File: config.mk
export PLATFORM = sky130hd
export DESIGN_NAME = lifo_arena_allocator_core_flat
export DESIGN_NICKNAME = d
export VERILOG_FILES = /design/src/laa_pkg.sv /design/src/laa_if.sv /design/src/laa_ram.sv /design/src/laa_ctrl.sv /design/src/laa_dp.sv /design/src/lifo_arena_allocator_core.sv /design/src/flat_wrapper.sv
export SDC_FILE = /design/constraint.sdc
export NUM_CORES = 2
export LEC_CHECK = 0
export ABC_AREA = 1
export BUFFER_PORTS_ARGS = -buffer_cell sky130_fd_sc_hd__buf_4
export CORE_ASPECT_RATIO = 1.25
export CORE_MARGIN = 3
export CORE_UTILIZATION = 50
export CTS_CLUSTER_SIZE = 16
export DETAILED_ROUTE_END_ITERATION = 12
export HOLD_SLACK_MARGIN = 0.06
export PLACE_DENSITY = 0.65
export SYNTH_ARGS = -nofsm -noshare
export SYNTH_HDL_FRONTEND = slang
export SYNTH_SLANG_ARGS = --single-unit
File: constraint.sdc
create_clock -name clk -period 10 [get_ports clk]
set_input_delay 0 -clock clk [delete_from_list [all_inputs] [get_ports clk]]
set_output_delay 0 -clock clk [all_outputs]
set_load 0.02 [all_outputs]
File: src/laa_pkg.sv
// Shared constants, types and codes of the LIFO arena allocator.
`default_nettype none

package laa_pkg;

  // Sizing of the arena, the entry stack and the screen pool.
  localparam int ARENA_BYTES  = 65536;
  localparam int MAX_ENTRIES  = 64;
  localparam int SCREEN_SLOTS = 2;

  // Widths that follow from the sizing.
  localparam int TOP_W      = $clog2(ARENA_BYTES + 1);
  localparam int DEPTH_W    = $clog2(MAX_ENTRIES + 1);
  localparam int IDX_W      = (MAX_ENTRIES > 1) ? $clog2(MAX_ENTRIES) : 1;
  localparam int SLOT_IDX_W = (SCREEN_SLOTS > 1) ? $clog2(SCREEN_SLOTS) : 1;

  // Fixed field widths of the channels.
  localparam int DIM_W    = 12;
  localparam int TAG_W    = 16;
  localparam int SLOT_W   = 2;
  localparam int STATUS_W = 3;
  localparam int OFF_W    = 16;
  localparam int PITCH_W  = 13;
  localparam int TOPO_W   = 17;
  localparam int DEPO_W   = 7;
  localparam int PROD_W   = PITCH_W + DIM_W;
  localparam int SUM_W    = ((PROD_W > TOP_W) ? PROD_W : TOP_W) + 1;

  // Configuration register indexes.
  localparam int CFG_IDX_W = 1;
  localparam logic [CFG_IDX_W-1:0] CFG_SCREEN_WIDTH  = 1'b0;
  localparam logic [CFG_IDX_W-1:0] CFG_SCREEN_HEIGHT = 1'b1;

  localparam logic [DIM_W-1:0] SCREEN_WIDTH_RST  = 12'd320;
  localparam logic [DIM_W-1:0] SCREEN_HEIGHT_RST = 12'd200;

  // Request modes.
  localparam logic MODE_ALLOC   = 1'b0;
  localparam logic MODE_RELEASE = 1'b1;

  typedef enum logic [STATUS_W-1:0] {
    ST_OK         = 3'd0,
    ST_BAD_SIZE   = 3'd1,
    ST_POOL_FULL  = 3'd2,
    ST_ARENA_FULL = 3'd3,
    ST_STACK_FULL = 3'd4
  } laa_status_t;

  typedef struct packed {
    logic             mode;
    logic [DIM_W-1:0] req_width;
    logic [DIM_W-1:0] req_height;
    logic [TAG_W-1:0] owner_tag;
    logic [SLOT_W-1:0] release_slot;
    logic             release_arena;
  } laa_req_t;

  typedef struct packed {
    laa_status_t        status;
    logic               from_pool;
    logic [SLOT_W-1:0]  granted_slot;
    logic [OFF_W-1:0]   byte_offset;
    logic [PITCH_W-1:0] row_pitch;
    logic [TOPO_W-1:0]  top_after;
    logic [DEPO_W-1:0]  depth_after;
  } laa_res_t;

  // One word of the entry stack memory.
  typedef struct packed {
    logic [TAG_W-1:0] owner;
    logic [TOP_W-1:0] base;
    logic             dead;
  } laa_entry_t;

  localparam int ENTRY_W = $bits(laa_entry_t);

  // Commands from the controller to the datapath.
  typedef struct packed {
    logic latch;
    logic bad;
    logic pool_alloc;
    logic pool_free;
    logic mul;
    logic bump;
    logic srch_init;
    logic srch_rd;
    logic srch_dec;
    logic mark;
    logic unw_rd;
    logic pop;
    logic emit;
  } laa_cmd_t;

  // Status from the datapath to the controller.
  typedef struct packed {
    logic alloc;
    logic bad_size;
    logic screen;
    logic rel_slot;
    logic rel_arena;
    logic depth_zero;
    logic idx_zero;
    logic match;
    logic dead;
    logic out_free;
  } laa_sts_t;

endpackage

`default_nettype wire

File: src/laa_if.sv
// Handshake interfaces of the request, result and configuration channels.
`default_nettype none

interface laa_req_if;
  import laa_pkg::*;

  logic              valid;
  logic              ready;
  logic              mode;
  logic [DIM_W-1:0]  req_width;
  logic [DIM_W-1:0]  req_height;
  logic [TAG_W-1:0]  owner_tag;
  logic [SLOT_W-1:0] release_slot;
  logic              release_arena;

  modport source (
    output valid, mode, req_width, req_height, owner_tag, release_slot, release_arena,
    input  ready
  );
  modport sink (
    input  valid, mode, req_width, req_height, owner_tag, release_slot, release_arena,
    output ready
  );
endinterface

interface laa_res_if;
  import laa_pkg::*;

  logic                valid;
  logic                ready;
  logic [STATUS_W-1:0] status;
  logic                from_pool;
  logic [SLOT_W-1:0]   granted_slot;
  logic [OFF_W-1:0]    byte_offset;
  logic [PITCH_W-1:0]  row_pitch;
  logic [TOPO_W-1:0]   top_after;
  logic [DEPO_W-1:0]   depth_after;

  modport source (
    output valid, status, from_pool, granted_slot, byte_offset, row_pitch, top_after,
           depth_after,
    input  ready
  );
  modport sink (
    input  valid, status, from_pool, granted_slot, byte_offset, row_pitch, top_after,
           depth_after,
    output ready
  );
endinterface

interface laa_cfg_if;
  import laa_pkg::*;

  logic                 valid;
  logic                 ready;
  logic [CFG_IDX_W-1:0] index;
  logic [DIM_W-1:0]     data;

  modport source (output valid, index, data, input ready);
  modport sink (input valid, index, data, output ready);
endinterface

`default_nettype wire

File: src/laa_ram.sv
// Generic single-write, single-read memory with registered read data.
`default_nettype none

module laa_ram #(
  parameter int WIDTH = 8,
  parameter int DEPTH = 16
) (
  input  wire logic                                      clk,
  input  wire logic                                      we,
  input  wire logic [((DEPTH > 1) ? $clog2(DEPTH) : 1)-1:0] waddr,
  input  wire logic [WIDTH-1:0]                          wdata,
  input  wire logic [((DEPTH > 1) ? $clog2(DEPTH) : 1)-1:0] raddr,
  output logic      [WIDTH-1:0]                          rdata
);

  logic [WIDTH-1:0] mem [DEPTH];

  always_ff @(posedge clk) begin
    if (we) begin
      mem[waddr] <= wdata;
    end
    rdata <= mem[raddr];
  end

endmodule

`default_nettype wire

File: src/laa_ctrl.sv
// Controller state machine that sequences allocation, search and unwind.
`default_nettype none

module laa_ctrl (
  input  wire logic              clk,
  input  wire logic              rst_n,
  input  wire logic              in_valid,
  output logic                   in_ready,
  input  wire laa_pkg::laa_sts_t sts,
  output laa_pkg::laa_cmd_t      cmd
);
  import laa_pkg::*;

  typedef enum logic [8:0] {
    S_IDLE   = 9'b000000001,
    S_DECODE = 9'b000000010,
    S_MUL    = 9'b000000100,
    S_BUMP   = 9'b000001000,
    S_SRD    = 9'b000010000,
    S_SCHK   = 9'b000100000,
    S_URD    = 9'b001000000,
    S_UCHK   = 9'b010000000,
    S_EMIT   = 9'b100000000
  } laa_state_t;

  laa_state_t state_r, state_nxt;

  assign in_ready = (state_r == S_IDLE);

  always_comb begin
    cmd       = '0;
    state_nxt = state_r;
    unique case (state_r)
      S_IDLE: begin
        if (in_valid) begin
          cmd.latch = 1'b1;
          state_nxt = S_DECODE;
        end
      end
      S_DECODE: begin
        if (sts.alloc) begin
          if (sts.bad_size) begin
            cmd.bad   = 1'b1;
            state_nxt = S_EMIT;
          end else if (sts.screen) begin
            cmd.pool_alloc = 1'b1;
            state_nxt      = S_EMIT;
          end else begin
            state_nxt = S_MUL;
          end
        end else if (sts.rel_slot) begin
          cmd.pool_free = 1'b1;
          state_nxt     = S_EMIT;
        end else if (sts.rel_arena) begin
          if (sts.depth_zero) begin
            state_nxt = S_EMIT;
          end else begin
            cmd.srch_init = 1'b1;
            state_nxt     = S_SRD;
          end
        end else begin
          state_nxt = S_EMIT;
        end
      end
      S_MUL: begin
        cmd.mul   = 1'b1;
        state_nxt = S_BUMP;
      end
      S_BUMP: begin
        cmd.bump  = 1'b1;
        state_nxt = S_EMIT;
      end
      S_SRD: begin
        cmd.srch_rd = 1'b1;
        state_nxt   = S_SCHK;
      end
      S_SCHK: begin
        if (sts.match) begin
          cmd.mark  = 1'b1;
          state_nxt = S_URD;
        end else if (sts.idx_zero) begin
          state_nxt = S_URD;
        end else begin
          cmd.srch_dec = 1'b1;
          state_nxt    = S_SRD;
        end
      end
      S_URD: begin
        if (sts.depth_zero) begin
          state_nxt = S_EMIT;
        end else begin
          cmd.unw_rd = 1'b1;
          state_nxt  = S_UCHK;
        end
      end
      S_UCHK: begin
        if (sts.dead) begin
          cmd.pop   = 1'b1;
          state_nxt = S_URD;
        end else begin
          state_nxt = S_EMIT;
        end
      end
      S_EMIT: begin
        if (sts.out_free) begin
          cmd.emit  = 1'b1;
          state_nxt = S_IDLE;
        end
      end
      default: begin
        state_nxt = S_IDLE;
      end
    endcase
  end

  always_ff @(posedge clk) begin
    if (!rst_n) begin
      state_r <= S_IDLE;
    end else begin
      state_r <= state_nxt;
    end
  end

endmodule

`default_nettype wire

File: src/laa_dp.sv
// Datapath: request latch, arena pointer, entry stack memory, pool and result register.
`default_nettype none

module laa_dp (
  input  wire logic                            clk,
  input  wire logic                            rst_n,
  input  wire laa_pkg::laa_req_t               req,
  input  wire laa_pkg::laa_cmd_t               cmd,
  output laa_pkg::laa_sts_t                    sts,
  input  wire logic                            cfg_we,
  input  wire logic [laa_pkg::CFG_IDX_W-1:0]   cfg_idx,
  input  wire logic [laa_pkg::DIM_W-1:0]       cfg_data,
  output logic                                 out_valid,
  input  wire logic                            out_ready,
  output laa_pkg::laa_res_t                    out_res
);
  import laa_pkg::*;

  logic [DIM_W-1:0]   scr_w_r, scr_h_r;
  laa_req_t           req_r;
  logic [TOP_W-1:0]   top_r;
  logic [DEPTH_W-1:0] depth_r;
  logic               slot_busy_r [SCREEN_SLOTS];
  logic [IDX_W-1:0]   idx_r;
  logic [PROD_W-1:0]  prod_r;

  laa_status_t        st_status_r;
  logic [SLOT_W-1:0]  st_slot_r;
  logic [OFF_W-1:0]   st_off_r;
  logic [PITCH_W-1:0] st_pitch_r;

  logic               out_valid_r;
  laa_res_t           out_r;

  logic [PITCH_W-1:0]  pitch;
  logic [DEPTH_W-1:0]  depth_m1;
  logic [SUM_W-1:0]    sum;
  logic [TOP_W-1:0]    top_nxt;
  logic                stack_full, exhausted, push_ok;
  logic                free_found;
  logic [SLOT_IDX_W-1:0] free_idx;
  logic [SLOT_IDX_W:0]   free_num;
  logic                out_free;

  laa_entry_t          ent;
  logic                ram_we;
  logic [IDX_W-1:0]    ram_waddr, ram_raddr;
  laa_entry_t          ram_wdata;

  // Pitch is the width rounded up to a multiple of four bytes.
  assign pitch    = ({1'b0, req_r.req_width} + PITCH_W'(3)) & ~PITCH_W'(3);
  assign depth_m1 = depth_r - DEPTH_W'(1);

  assign sum        = SUM_W'(top_r) + SUM_W'(prod_r);
  assign stack_full = (depth_r >= DEPTH_W'(MAX_ENTRIES));
  assign exhausted  = (sum > SUM_W'(ARENA_BYTES));
  assign push_ok    = !stack_full && !exhausted;
  assign top_nxt    = TOP_W'((sum + SUM_W'(3)) & ~SUM_W'(3));

  always_comb begin
    free_found = 1'b0;
    free_idx   = '0;
    free_num   = '0;
    for (int i = 0; i < SCREEN_SLOTS; i++) begin
      if (!free_found && !slot_busy_r[i]) begin
        free_found = 1'b1;
        free_idx   = SLOT_IDX_W'(i);
        free_num   = (SLOT_IDX_W + 1)'(i + 1);
      end
    end
  end

  assign out_free = !out_valid_r || out_ready;

  // Entry stack memory: pushes and dead marks write, search and unwind read.
  assign ram_we    = (cmd.bump && push_ok) || cmd.mark;
  assign ram_waddr = cmd.mark ? idx_r : depth_r[IDX_W-1:0];
  assign ram_wdata = cmd.mark ? laa_entry_t'{owner: ent.owner, base: ent.base, dead: 1'b1}
                              : laa_entry_t'{owner: req_r.owner_tag, base: top_r, dead: 1'b0};
  assign ram_raddr = cmd.unw_rd ? depth_m1[IDX_W-1:0] : idx_r;

  laa_ram #(
    .WIDTH(ENTRY_W),
    .DEPTH(MAX_ENTRIES)
  ) u_ram (
    .clk  (clk),
    .we   (ram_we),
    .waddr(ram_waddr),
    .wdata(ram_wdata),
    .raddr(ram_raddr),
    .rdata(ent)
  );

  always_comb begin
    sts            = '0;
    sts.alloc      = (req_r.mode == MODE_ALLOC);
    sts.bad_size   = (req_r.req_width == '0) || (req_r.req_height == '0);
    sts.screen     = (req_r.req_width == scr_w_r) && (req_r.req_height == scr_h_r);
    sts.rel_slot   = (req_r.release_slot != '0);
    sts.rel_arena  = req_r.release_arena;
    sts.depth_zero = (depth_r == '0);
    sts.idx_zero   = (idx_r == '0);
    sts.match      = (ent.owner == req_r.owner_tag);
    sts.dead       = ent.dead;
    sts.out_free   = out_free;
  end

  // Control state: configuration, arena pointer, stack depth, pool and output valid.
  always_ff @(posedge clk) begin
    if (!rst_n) begin
      scr_w_r     <= SCREEN_WIDTH_RST;
      scr_h_r     <= SCREEN_HEIGHT_RST;
      top_r       <= '0;
      depth_r     <= '0;
      out_valid_r <= 1'b0;
      for (int i = 0; i < SCREEN_SLOTS; i++) begin
        slot_busy_r[i] <= 1'b0;
      end
    end else begin
      if (cfg_we) begin
        unique case (cfg_idx)
          CFG_SCREEN_WIDTH:  scr_w_r <= cfg_data;
          CFG_SCREEN_HEIGHT: scr_h_r <= cfg_data;
        endcase
      end
      if (cmd.pool_alloc && free_found) begin
        slot_busy_r[free_idx] <= 1'b1;
      end
      if (cmd.pool_free) begin
        for (int i = 0; i < SCREEN_SLOTS; i++) begin
          if (int'(req_r.release_slot) == i + 1) begin
            slot_busy_r[i] <= 1'b0;
          end
        end
      end
      if (cmd.bump && push_ok) begin
        top_r   <= top_nxt;
        depth_r <= depth_r + DEPTH_W'(1);
      end
      if (cmd.pop) begin
        top_r   <= ent.base;
        depth_r <= depth_m1;
      end
      if (cmd.emit) begin
        out_valid_r <= 1'b1;
      end else if (out_ready) begin
        out_valid_r <= 1'b0;
      end
    end
  end

  // Payload registers.
  always_ff @(posedge clk) begin
    if (cmd.latch) begin
      req_r       <= req;
      st_status_r <= ST_OK;
      st_slot_r   <= '0;
      st_off_r    <= '0;
      st_pitch_r  <= '0;
    end
    if (cmd.bad) begin
      st_status_r <= ST_BAD_SIZE;
    end
    if (cmd.pool_alloc) begin
      if (free_found) begin
        st_slot_r  <= SLOT_W'(free_num);
        st_pitch_r <= PITCH_W'(scr_w_r);
      end else begin
        st_status_r <= ST_POOL_FULL;
      end
    end
    if (cmd.mul) begin
      prod_r <= PROD_W'(pitch) * PROD_W'(req_r.req_height);
    end
    if (cmd.bump) begin
      if (stack_full) begin
        st_status_r <= ST_STACK_FULL;
      end else if (exhausted) begin
        st_status_r <= ST_ARENA_FULL;
      end else begin
        st_off_r   <= OFF_W'(top_r);
        st_pitch_r <= pitch;
      end
    end
    if (cmd.srch_init) begin
      idx_r <= depth_m1[IDX_W-1:0];
    end else if (cmd.srch_dec) begin
      idx_r <= idx_r - IDX_W'(1);
    end
    if (cmd.emit) begin
      out_r.status       <= st_status_r;
      out_r.from_pool    <= (st_slot_r != '0);
      out_r.granted_slot <= st_slot_r;
      out_r.byte_offset  <= st_off_r;
      out_r.row_pitch    <= st_pitch_r;
      out_r.top_after    <= TOPO_W'(top_r);
      out_r.depth_after  <= DEPO_W'(depth_r);
    end
  end

  assign out_valid = out_valid_r;
  assign out_res   = out_r;

endmodule

`default_nettype wire

File: src/lifo_arena_allocator_core.sv
// Top level of the LIFO arena allocator: controller, datapath and channel wiring.
//
//   Channel | Interface      | Direction | Carries
//   --------+----------------+-----------+-----------------------------------------------
//   in_if   | laa_req_if     | sink      | one allocate or release request per item
//   out_if  | laa_res_if     | source    | one result item per request
//   cfg_if  | laa_cfg_if     | sink      | screen_width (index 0), screen_height (index 1)
//
// The block works on one request at a time. A pool request, a bad size or a pool
// release goes from decode straight to the result register; an arena allocation
// first registers the pitch times height product, then bumps the pointer. An arena
// release from an empty stack also goes straight to the result. Otherwise it reads
// and checks each entry searched, each dead entry unwound and any live entry that
// ends the unwind, as each step is one access to the single-read memory.
// Reset (rst_n low, synchronous) empties the arena, the stack and the pool and
// loads the screen size 320 by 200; the entry memory is not cleared. A waiting
// result does not block acceptance of the next item; only delivery of the
// following result waits until the output register has been taken.
`default_nettype none

module lifo_arena_allocator_core (
  input wire logic clk,
  input wire logic rst_n,
  laa_req_if.sink   in_if,
  laa_res_if.source out_if,
  laa_cfg_if.sink   cfg_if
);
  import laa_pkg::*;

  laa_req_t req;
  laa_res_t res;
  laa_cmd_t cmd;
  laa_sts_t sts;
  logic     in_ready;
  logic     out_valid;

  // Pack the request fields into one word for the datapath latch.
  assign req.mode          = in_if.mode;
  assign req.req_width     = in_if.req_width;
  assign req.req_height    = in_if.req_height;
  assign req.owner_tag     = in_if.owner_tag;
  assign req.release_slot  = in_if.release_slot;
  assign req.release_arena = in_if.release_arena;
  assign in_if.ready       = in_ready;

  // Configuration writes are always taken; the user must issue them only while idle (not enforced).
  assign cfg_if.ready = 1'b1;

  // The controller owns the sequence of steps for each item.
  laa_ctrl u_ctrl (
    .clk     (clk),
    .rst_n   (rst_n),
    .in_valid(in_if.valid),
    .in_ready(in_ready),
    .sts     (sts),
    .cmd     (cmd)
  );

  // The datapath holds the allocator state and the result register.
  laa_dp u_dp (
    .clk      (clk),
    .rst_n    (rst_n),
    .req      (req),
    .cmd      (cmd),
    .sts      (sts),
    .cfg_we   (cfg_if.valid),
    .cfg_idx  (cfg_if.index),
    .cfg_data (cfg_if.data),
    .out_valid(out_valid),
    .out_ready(out_if.ready),
    .out_res  (res)
  );

  // Unpack the result register onto the output channel.
  assign out_if.valid        = out_valid;
  assign out_if.status       = res.status;
  assign out_if.from_pool    = res.from_pool;
  assign out_if.granted_slot = res.granted_slot;
  assign out_if.byte_offset  = res.byte_offset;
  assign out_if.row_pitch    = res.row_pitch;
  assign out_if.top_after    = res.top_after;
  assign out_if.depth_after  = res.depth_after;

endmodule

`default_nettype wire

File: src/flat_wrapper.sv
// flat-port wrapper written by rule: the top's interface ports become plain ports
module lifo_arena_allocator_core_flat import laa_pkg::*;
  (clk, rst_n, in_if_valid, in_if_mode, in_if_req_width, in_if_req_height, in_if_owner_tag, in_if_release_slot, in_if_release_arena, in_if_ready, out_if_valid, out_if_status, out_if_from_pool, out_if_granted_slot, out_if_byte_offset, out_if_row_pitch, out_if_top_after, out_if_depth_after, out_if_ready, cfg_if_valid, cfg_if_index, cfg_if_data, cfg_if_ready);
  laa_req_if in_if_i ();
  laa_res_if out_if_i ();
  laa_cfg_if cfg_if_i ();
  input wire logic clk;
  input wire logic rst_n;
  input wire logic [$bits(in_if_i.valid)-1:0] in_if_valid;
  input wire logic [$bits(in_if_i.mode)-1:0] in_if_mode;
  input wire logic [$bits(in_if_i.req_width)-1:0] in_if_req_width;
  input wire logic [$bits(in_if_i.req_height)-1:0] in_if_req_height;
  input wire logic [$bits(in_if_i.owner_tag)-1:0] in_if_owner_tag;
  input wire logic [$bits(in_if_i.release_slot)-1:0] in_if_release_slot;
  input wire logic [$bits(in_if_i.release_arena)-1:0] in_if_release_arena;
  output wire logic [$bits(in_if_i.ready)-1:0] in_if_ready;
  output wire logic [$bits(out_if_i.valid)-1:0] out_if_valid;
  output wire logic [$bits(out_if_i.status)-1:0] out_if_status;
  output wire logic [$bits(out_if_i.from_pool)-1:0] out_if_from_pool;
  output wire logic [$bits(out_if_i.granted_slot)-1:0] out_if_granted_slot;
  output wire logic [$bits(out_if_i.byte_offset)-1:0] out_if_byte_offset;
  output wire logic [$bits(out_if_i.row_pitch)-1:0] out_if_row_pitch;
  output wire logic [$bits(out_if_i.top_after)-1:0] out_if_top_after;
  output wire logic [$bits(out_if_i.depth_after)-1:0] out_if_depth_after;
  input wire logic [$bits(out_if_i.ready)-1:0] out_if_ready;
  input wire logic [$bits(cfg_if_i.valid)-1:0] cfg_if_valid;
  input wire logic [$bits(cfg_if_i.index)-1:0] cfg_if_index;
  input wire logic [$bits(cfg_if_i.data)-1:0] cfg_if_data;
  output wire logic [$bits(cfg_if_i.ready)-1:0] cfg_if_ready;
  assign in_if_i.valid = in_if_valid;
  assign in_if_i.mode = in_if_mode;
  assign in_if_i.req_width = in_if_req_width;
  assign in_if_i.req_height = in_if_req_height;
  assign in_if_i.owner_tag = in_if_owner_tag;
  assign in_if_i.release_slot = in_if_release_slot;
  assign in_if_i.release_arena = in_if_release_arena;
  assign in_if_ready = in_if_i.ready;
  assign out_if_valid = out_if_i.valid;
  assign out_if_status = out_if_i.status;
  assign out_if_from_pool = out_if_i.from_pool;
  assign out_if_granted_slot = out_if_i.granted_slot;
  assign out_if_byte_offset = out_if_i.byte_offset;
  assign out_if_row_pitch = out_if_i.row_pitch;
  assign out_if_top_after = out_if_i.top_after;
  assign out_if_depth_after = out_if_i.depth_after;
  assign out_if_i.ready = out_if_ready;
  assign cfg_if_i.valid = cfg_if_valid;
  assign cfg_if_i.index = cfg_if_index;
  assign cfg_if_i.data = cfg_if_data;
  assign cfg_if_ready = cfg_if_i.ready;
  lifo_arena_allocator_core u_core (.clk(clk), .rst_n(rst_n), .in_if(in_if_i), .out_if(out_if_i), .cfg_if(cfg_if_i));
endmodule
# Word-level counts from Yosys, hierarchy flattened
# Memory sizes are Yosys's and may differ from the RTL's. A register that Yosys moved wholly into a read port is not among the register bits.
# Cells that the tools add are included.
# W data, S select, Z words.
# classes
add_sub_neg,6
n_mul,1
order_cmp,2
eq_ne,16
n_mux,93
n_bitwise,3
reduce_logical,25
# op_table
operator,n
$mux W9,11
$pmux W9 S9,1
$mux W13,6
$mux W16,4
$mux W1,47
$mux W17,2
$mux W34,1
$add A17 B25 Y26,1
$gt A26 B17 Y1 const B,1
$eq A12 B12 Y1,2
$logic_not A12 Y1,2
$mux W3,8
$mux W6,4
$mul A11 B12 Y23,1
$mux W7,3
$add A17 B2 Y17 const B,1
$eq A16 B16 Y1,1
$add A12 B2 Y13 const B,1
$mux W2,6
$reduce_bool A2 Y1,5
$eq A9 B1 Y1 const B,1
$eq A9 B2 Y1 const B,1
$eq A9 B3 Y1 const B,1
$eq A9 B4 Y1 const B,1
other kinds (20),34
# word_totals
reg_bits,224
ramBits,2178
input_bits,62
out_inout_bits,62
word_cells,173
mem_count,2
# mem_list
name,depth,width,rd,rd_clocked_by_memory_dff,wr,line_no,source
u_core.u_dp.u_ram.mem,64,34,1,1,1,laa_ram.sv:16,logic [WIDTH-1:0] mem [DEPTH];
u_core.u_dp.slot_busy_r,2,1,2,0,2,laa_dp.sv:23,logic slot_busy_r [SCREEN_SLOTS];

# Longest topological paths before layout
# logic_depth
ltp_word,12
depth_mapped,34
ltp_nobuf,34

# Hierarchy
# From an unflattened synthesis, not the netlist that was laid out.
# unflattened
hier_cells,9149
hier_area_um2,103590.6
# modules_own_cells
mod,instances,cells_per_inst,area_per_inst_um2
laa_ram,1,7188,87941.8
laa_dp,1,1835,14909.3
laa_ctrl,1,124,728.2
lifo_arena_allocator_core,1,2,11.3

# Worst setup path before layout
# OpenSTA, ideal clock, no wires.
# synth_timing
path_kind,reg-to-reg
start,reg u_core.u_dp.req_r[33] in the netlist's numbering
end,"reg u_core.u_dp.prod_r[21], data pin"
t_arrival_ns,5.698
t_required_ns,9.735
slack_ns,4.037
path_stages_with_launch,33
n_path_buf,0
period_less_slack_ns,5.963
path_cell_list,edfxtp_1 -> inv_1 -> nor2_2 -> inv_1 -> nor2_2 -> nand2_1 -> nor2_2 -> nand2_1 -> nor2_2 -> nand2_1 -> nor2_1 -> nand2_1 -> nor2_4 -> inv_1 -> nand2_4 -> inv_1 -> nand2_1 -> fa_1 -> fa_1 -> fa_1 -> fa_1 -> fa_1 -> inv_1 -> ha_1 -> nand2_1 -> nor2_1 -> o21ai_0 -> o211ai_1 -> a21oi_1 -> o21ai_0 -> a21boi_0 -> o21ai_0 -> xor2_1
# synth_via
elab_chain_cells,2
# synth_rtl
element,line_no,source
start: declaration,laa_dp.sv:20,laa_req_t req_r;
start signal: assignment,laa_dp.sv:155,req_r <= req;
$add A12 B2 Y13,laa_dp.sv:51,"assign pitch = ({1'b0, req_r.req_width} + PITCH_W'(3)) & ~PITCH_W'(3);"
$mul A11 B12 Y23,laa_dp.sv:173,prod_r <= PROD_W'(pitch) * PROD_W'(req_r.req_height);
end signal: assignment,laa_dp.sv:173,
end: declaration,laa_dp.sv:25,logic [PROD_W-1:0] prod_r;
# Every way passes these cells.
# A chain may end at the register's enable or synchronous reset.

# Final worst setup path
# Same ends and word-level chain as after synthesis.

==> metrics.yaml <==
cts_root_buf: "clkbuf_16"
die_width_um: 422
wl_per_cell_um: 23.1
syn_area_per_cell_um2: 10.4
violations: "antenna rules"
synthFlopType: "edfxtp_1"
cpMostUsedCell: "nand2_1"
clock_latency_ns: 0.91
p_int_mw: 16.9
globalRouteTotalUtil_pct: 27.8
hp-class: "in2reg"
clk_pin_slew_worst_paths_ns: 0.07
final_common_cell: "nand2_1"
setup_violations: 0
via_per_inst: 5.49
clockPowerShare_pct: 40.0
routed.top_layer: "met4"
synth_edf_count: 2308
hp-start: "in_if_valid"
setup_tns_ns: 0
endpoint: "u_core.u_dp.prod_r[21]$_DFFE_PP_"
crit_fanout: 8
period_share_pct: 73.1
status: "finished, violations left"
grt_pass1_vias: 71900
startpoint_type: "register"
synth_warnings: 0
grt_max_degree: 218
reg2reg_from: "u_core.u_dp.req_r[33]$_DFFE_PP_"
slowest_delay_ns: 0.54
drv_slew: 0
wirelength_um: 314000
clockBufferDepth: 4
drive_gt1_share_pct: 7.07
layout_common_cells: "nand2_1, edfxtp_1, nand3_1"
syn-num-nets: 10600
syn2layout_area_growth_pct: 12.1
relSlewSlack_pct: 19.7
netlist_area_mm2: 0.108
fp.coreArea_mm2: 0.215
period_minus_slack_ns: 7.31
ant_nets: 1
power.density_mw_per_mm2: 181
cap_violations: 0
syn_inst: 10400
final-hold-violation-count: 0
place_congestion: 0.874
cts.sinks: 2436
p_seq_share_pct: 51.3
fmax_mhz: 137
p_leak_nw: 49.8
rsz0062_at_grt: "no"
cp.required_ns: 10.60
irDropWorstVdd_mv: 0.179
timing.rr.end: "u_core.u_dp.prod_r[21]$_DFFE_PP_"
ys_types: 48
grt_pass1_wl_um: 463000
synth-seq-cells: 2436
met2_length_um: 156000
place_inst: 13000
vias: 74500
met1Wirelength_um: 121000
combPwrFrac_pct: 8.7
antenna_found_initial: 7
p_sw_share_pct: 23.2
dp_hpwl_um: 175000
drc: 0
worst_slew_pin_slew_ns: 1.20
htree_levels: 4
clock_skew_ns: 0.0604
postSynth.asyncResetShare_pct: 0
cp-end-kind: "register"
cpMaxStageDelayCell: "fa_1"
wl_met3_um: 24200
yosysSeqAreaShare_pct: 66.6
r2r_slack_ns: 2.69
switchingPower_mw: 5.08
finalNonFillerCells: 13600
cts_setup_buffers: 0
gr-total-overflow: 0
die_area_mm2: 0.222
critical_path_arrival_ns: 7.92
ctsResizeCount: 0
initial_core_util_pct: 50.3
hold_buffers: 132
die_h_um: 526
tritoncts: "done"
first_pass_iters: 6
io_buffers: 122
nets: 10700
pin_count: 124
fp-row-count: 190
cts-buffers-inserted: 236
critical_path_class: "reg2reg"
first_iter_violations: 8393
crit_start: "u_core.u_dp.req_r[33]$_DFFE_PP_"
worstRegToRegCells: 32
through the flow:
| stage | setup WS (ns) | power [mW] | hold WS (ns) | instance area (um^2) | utilization [%] |
|---|---|---|---|---|---|
| after CTS | 2.61 | 22.1 | 0.0781 | 121000 | 56.4 |
| after detailed placement | 2.63 | 13.4 | 0.179 | 112000 | 52.3 |
| after global placement | 2.61 | 13.4 | 0.179 | 112000 | 52.3 |
| after floorplan | 4.04 | 12.8 | 0.0989 | 108000 | - |
| after global routing | 2.20 | 22.7 | 0.145 | 121000 | 56.4 |
| final | 2.69 | 21.9 | 0.138 | 121000 | 56.4 |
cell families after synthesis:
| group | synth area share, % |
|---|---|
| simple gates | 19.6 |
| flops | 66.6 |
| buf+inv | 7.44 |
| compound gates | 3.23 |
| fa+ha+maj | 2.61 |
| xor+xnor | 0.544 |
| other cells | 0.00347 |
area by class of cell:
type | count | area (um^2)
Antenna cell | 8 | 20.0
Clock buffer | 289 | 6280
Clock inverter | 137 | 1210
Fill cell | 17900 | 93600
Inverter | 1494 | 5630
Multi-Input combinational cell | 5912 | 28800
Sequential cell | 2436 | 71900
Tap cell | 2880 | 3600
Timing Repair Buffer | 414 | 3610
critical path: cells and delay by family (launching register included):
| family | cells | cell delay [ns] |
|---|---|---|
| flops | 1 | 0.37 |
| simple gates | 14 | 1.95 |
| compound gates | 6 | 1.18 |
| buf+inv | 5 | 0.57 |
| xor+xnor | 1 | 0.16 |
| fa+ha+maj | 6 | 2.77 |
registers in the layout (all words and copies together) (netlist names), 12 cells and up:
register,cells
u_core.u_dp.u_ram.mem,2176
u_core.u_dp.scr_w_r,12
u_core.u_dp.scr_h_r,12
u_core.u_dp.st_pitch_r,13
u_core.u_dp.top_r,17
u_core.u_dp.prod_r,23
u_core.u_dp.req_r,43
u_core.u_dp.out_res,59
u_core.u_dp.u_ram.rdata,34
u_core.u_dp.st_off_r,16
worst min path at each step:
stage,slack [ns],cells past startpoint,to
5_1_grt,0.14,5,u_core.u_ctrl.state_r[3]$_SDFFE_PN0P_
3_3_place_gp,0.18,1,u_core.u_dp.req_r[7]$_DFFE_PP_
3_5_place_dp,0.18,1,u_core.u_dp.req_r[13]$_DFFE_PP_
2_1_floorplan,0.1,0,u_core.u_dp.req_r[10]$_DFFE_PP_
6_report,0.14,5,u_core.u_ctrl.state_r[3]$_SDFFE_PN0P_
4_1_cts,0.08,5,u_core.u_ctrl.state_r[3]$_SDFFE_PN0P_
per-layer routing:
metal	up-vias	global-route usage, %
met5	-	0
met4	0	11.1
met3	637	3.49
met2	3223	48.2
met1	36200	35.6
li1	34400	-
cell usage after synthesis (2+ instances only):
cell | instances | area share, %
o21ai_2 | 4 | 0.032
o21ai_0 | 469 | 2.2
a21boi_0 | 2 | 0.014
dfxtp_1 | 128 | 2.4
clkinv_1 | 9 | 0.031
inv_1 | 1477 | 5.1
xor2_1 | 33 | 0.27
nor4_1 | 12 | 0.070
a21oi_1 | 52 | 0.24
or2_2 | 7 | 0.041
xnor2_1 | 34 | 0.28
clkbuf_1 | 195 | 0.68
buf_4 | 13 | 0.090
nor2_1 | 283 | 0.98
nand2_2 | 4 | 0.023
nand3_1 | 1513 | 7.0
nand3b_1 | 3 | 0.021
nand2_1 | 3126 | 11
o31ai_1 | 5 | 0.035
buf_1 | 49 | 0.17
ha_1 | 81 | 0.94
o22ai_1 | 3 | 0.017
nand4_1 | 30 | 0.17
fa_1 | 90 | 1.7
edfxtp_1 | 2308 | 64
nor3_1 | 19 | 0.088
o211ai_1 | 70 | 0.49
a22oi_1 | 2 | 0.014
nand4_4 | 9 | 0.18
inv_2 | 8 | 0.028
buf_2 | 271 | 1.3
buf_6 | 5 | 0.052
o21ai_1 | 33 | 0.15
nand2_4 | 3 | 0.031
a31oi_1 | 4 | 0.023
nor2_2 | 9 | 0.052
power by group through the flow:
stage / clock network, mW / logic [mW] / registers, mW
after CTS: 8.87 / 1.96 / 11.3
final: 8.77 / 1.91 / 11.3
after global placement: 0 / 1.92 / 11.5
after detailed placement: 0 / 1.90 / 11.5
after global routing: 9.29 / 2.18 / 11.3
after floorplan: 0 / 1.32 / 11.5
Note: power is estimated with default switching activity, not from simulation.
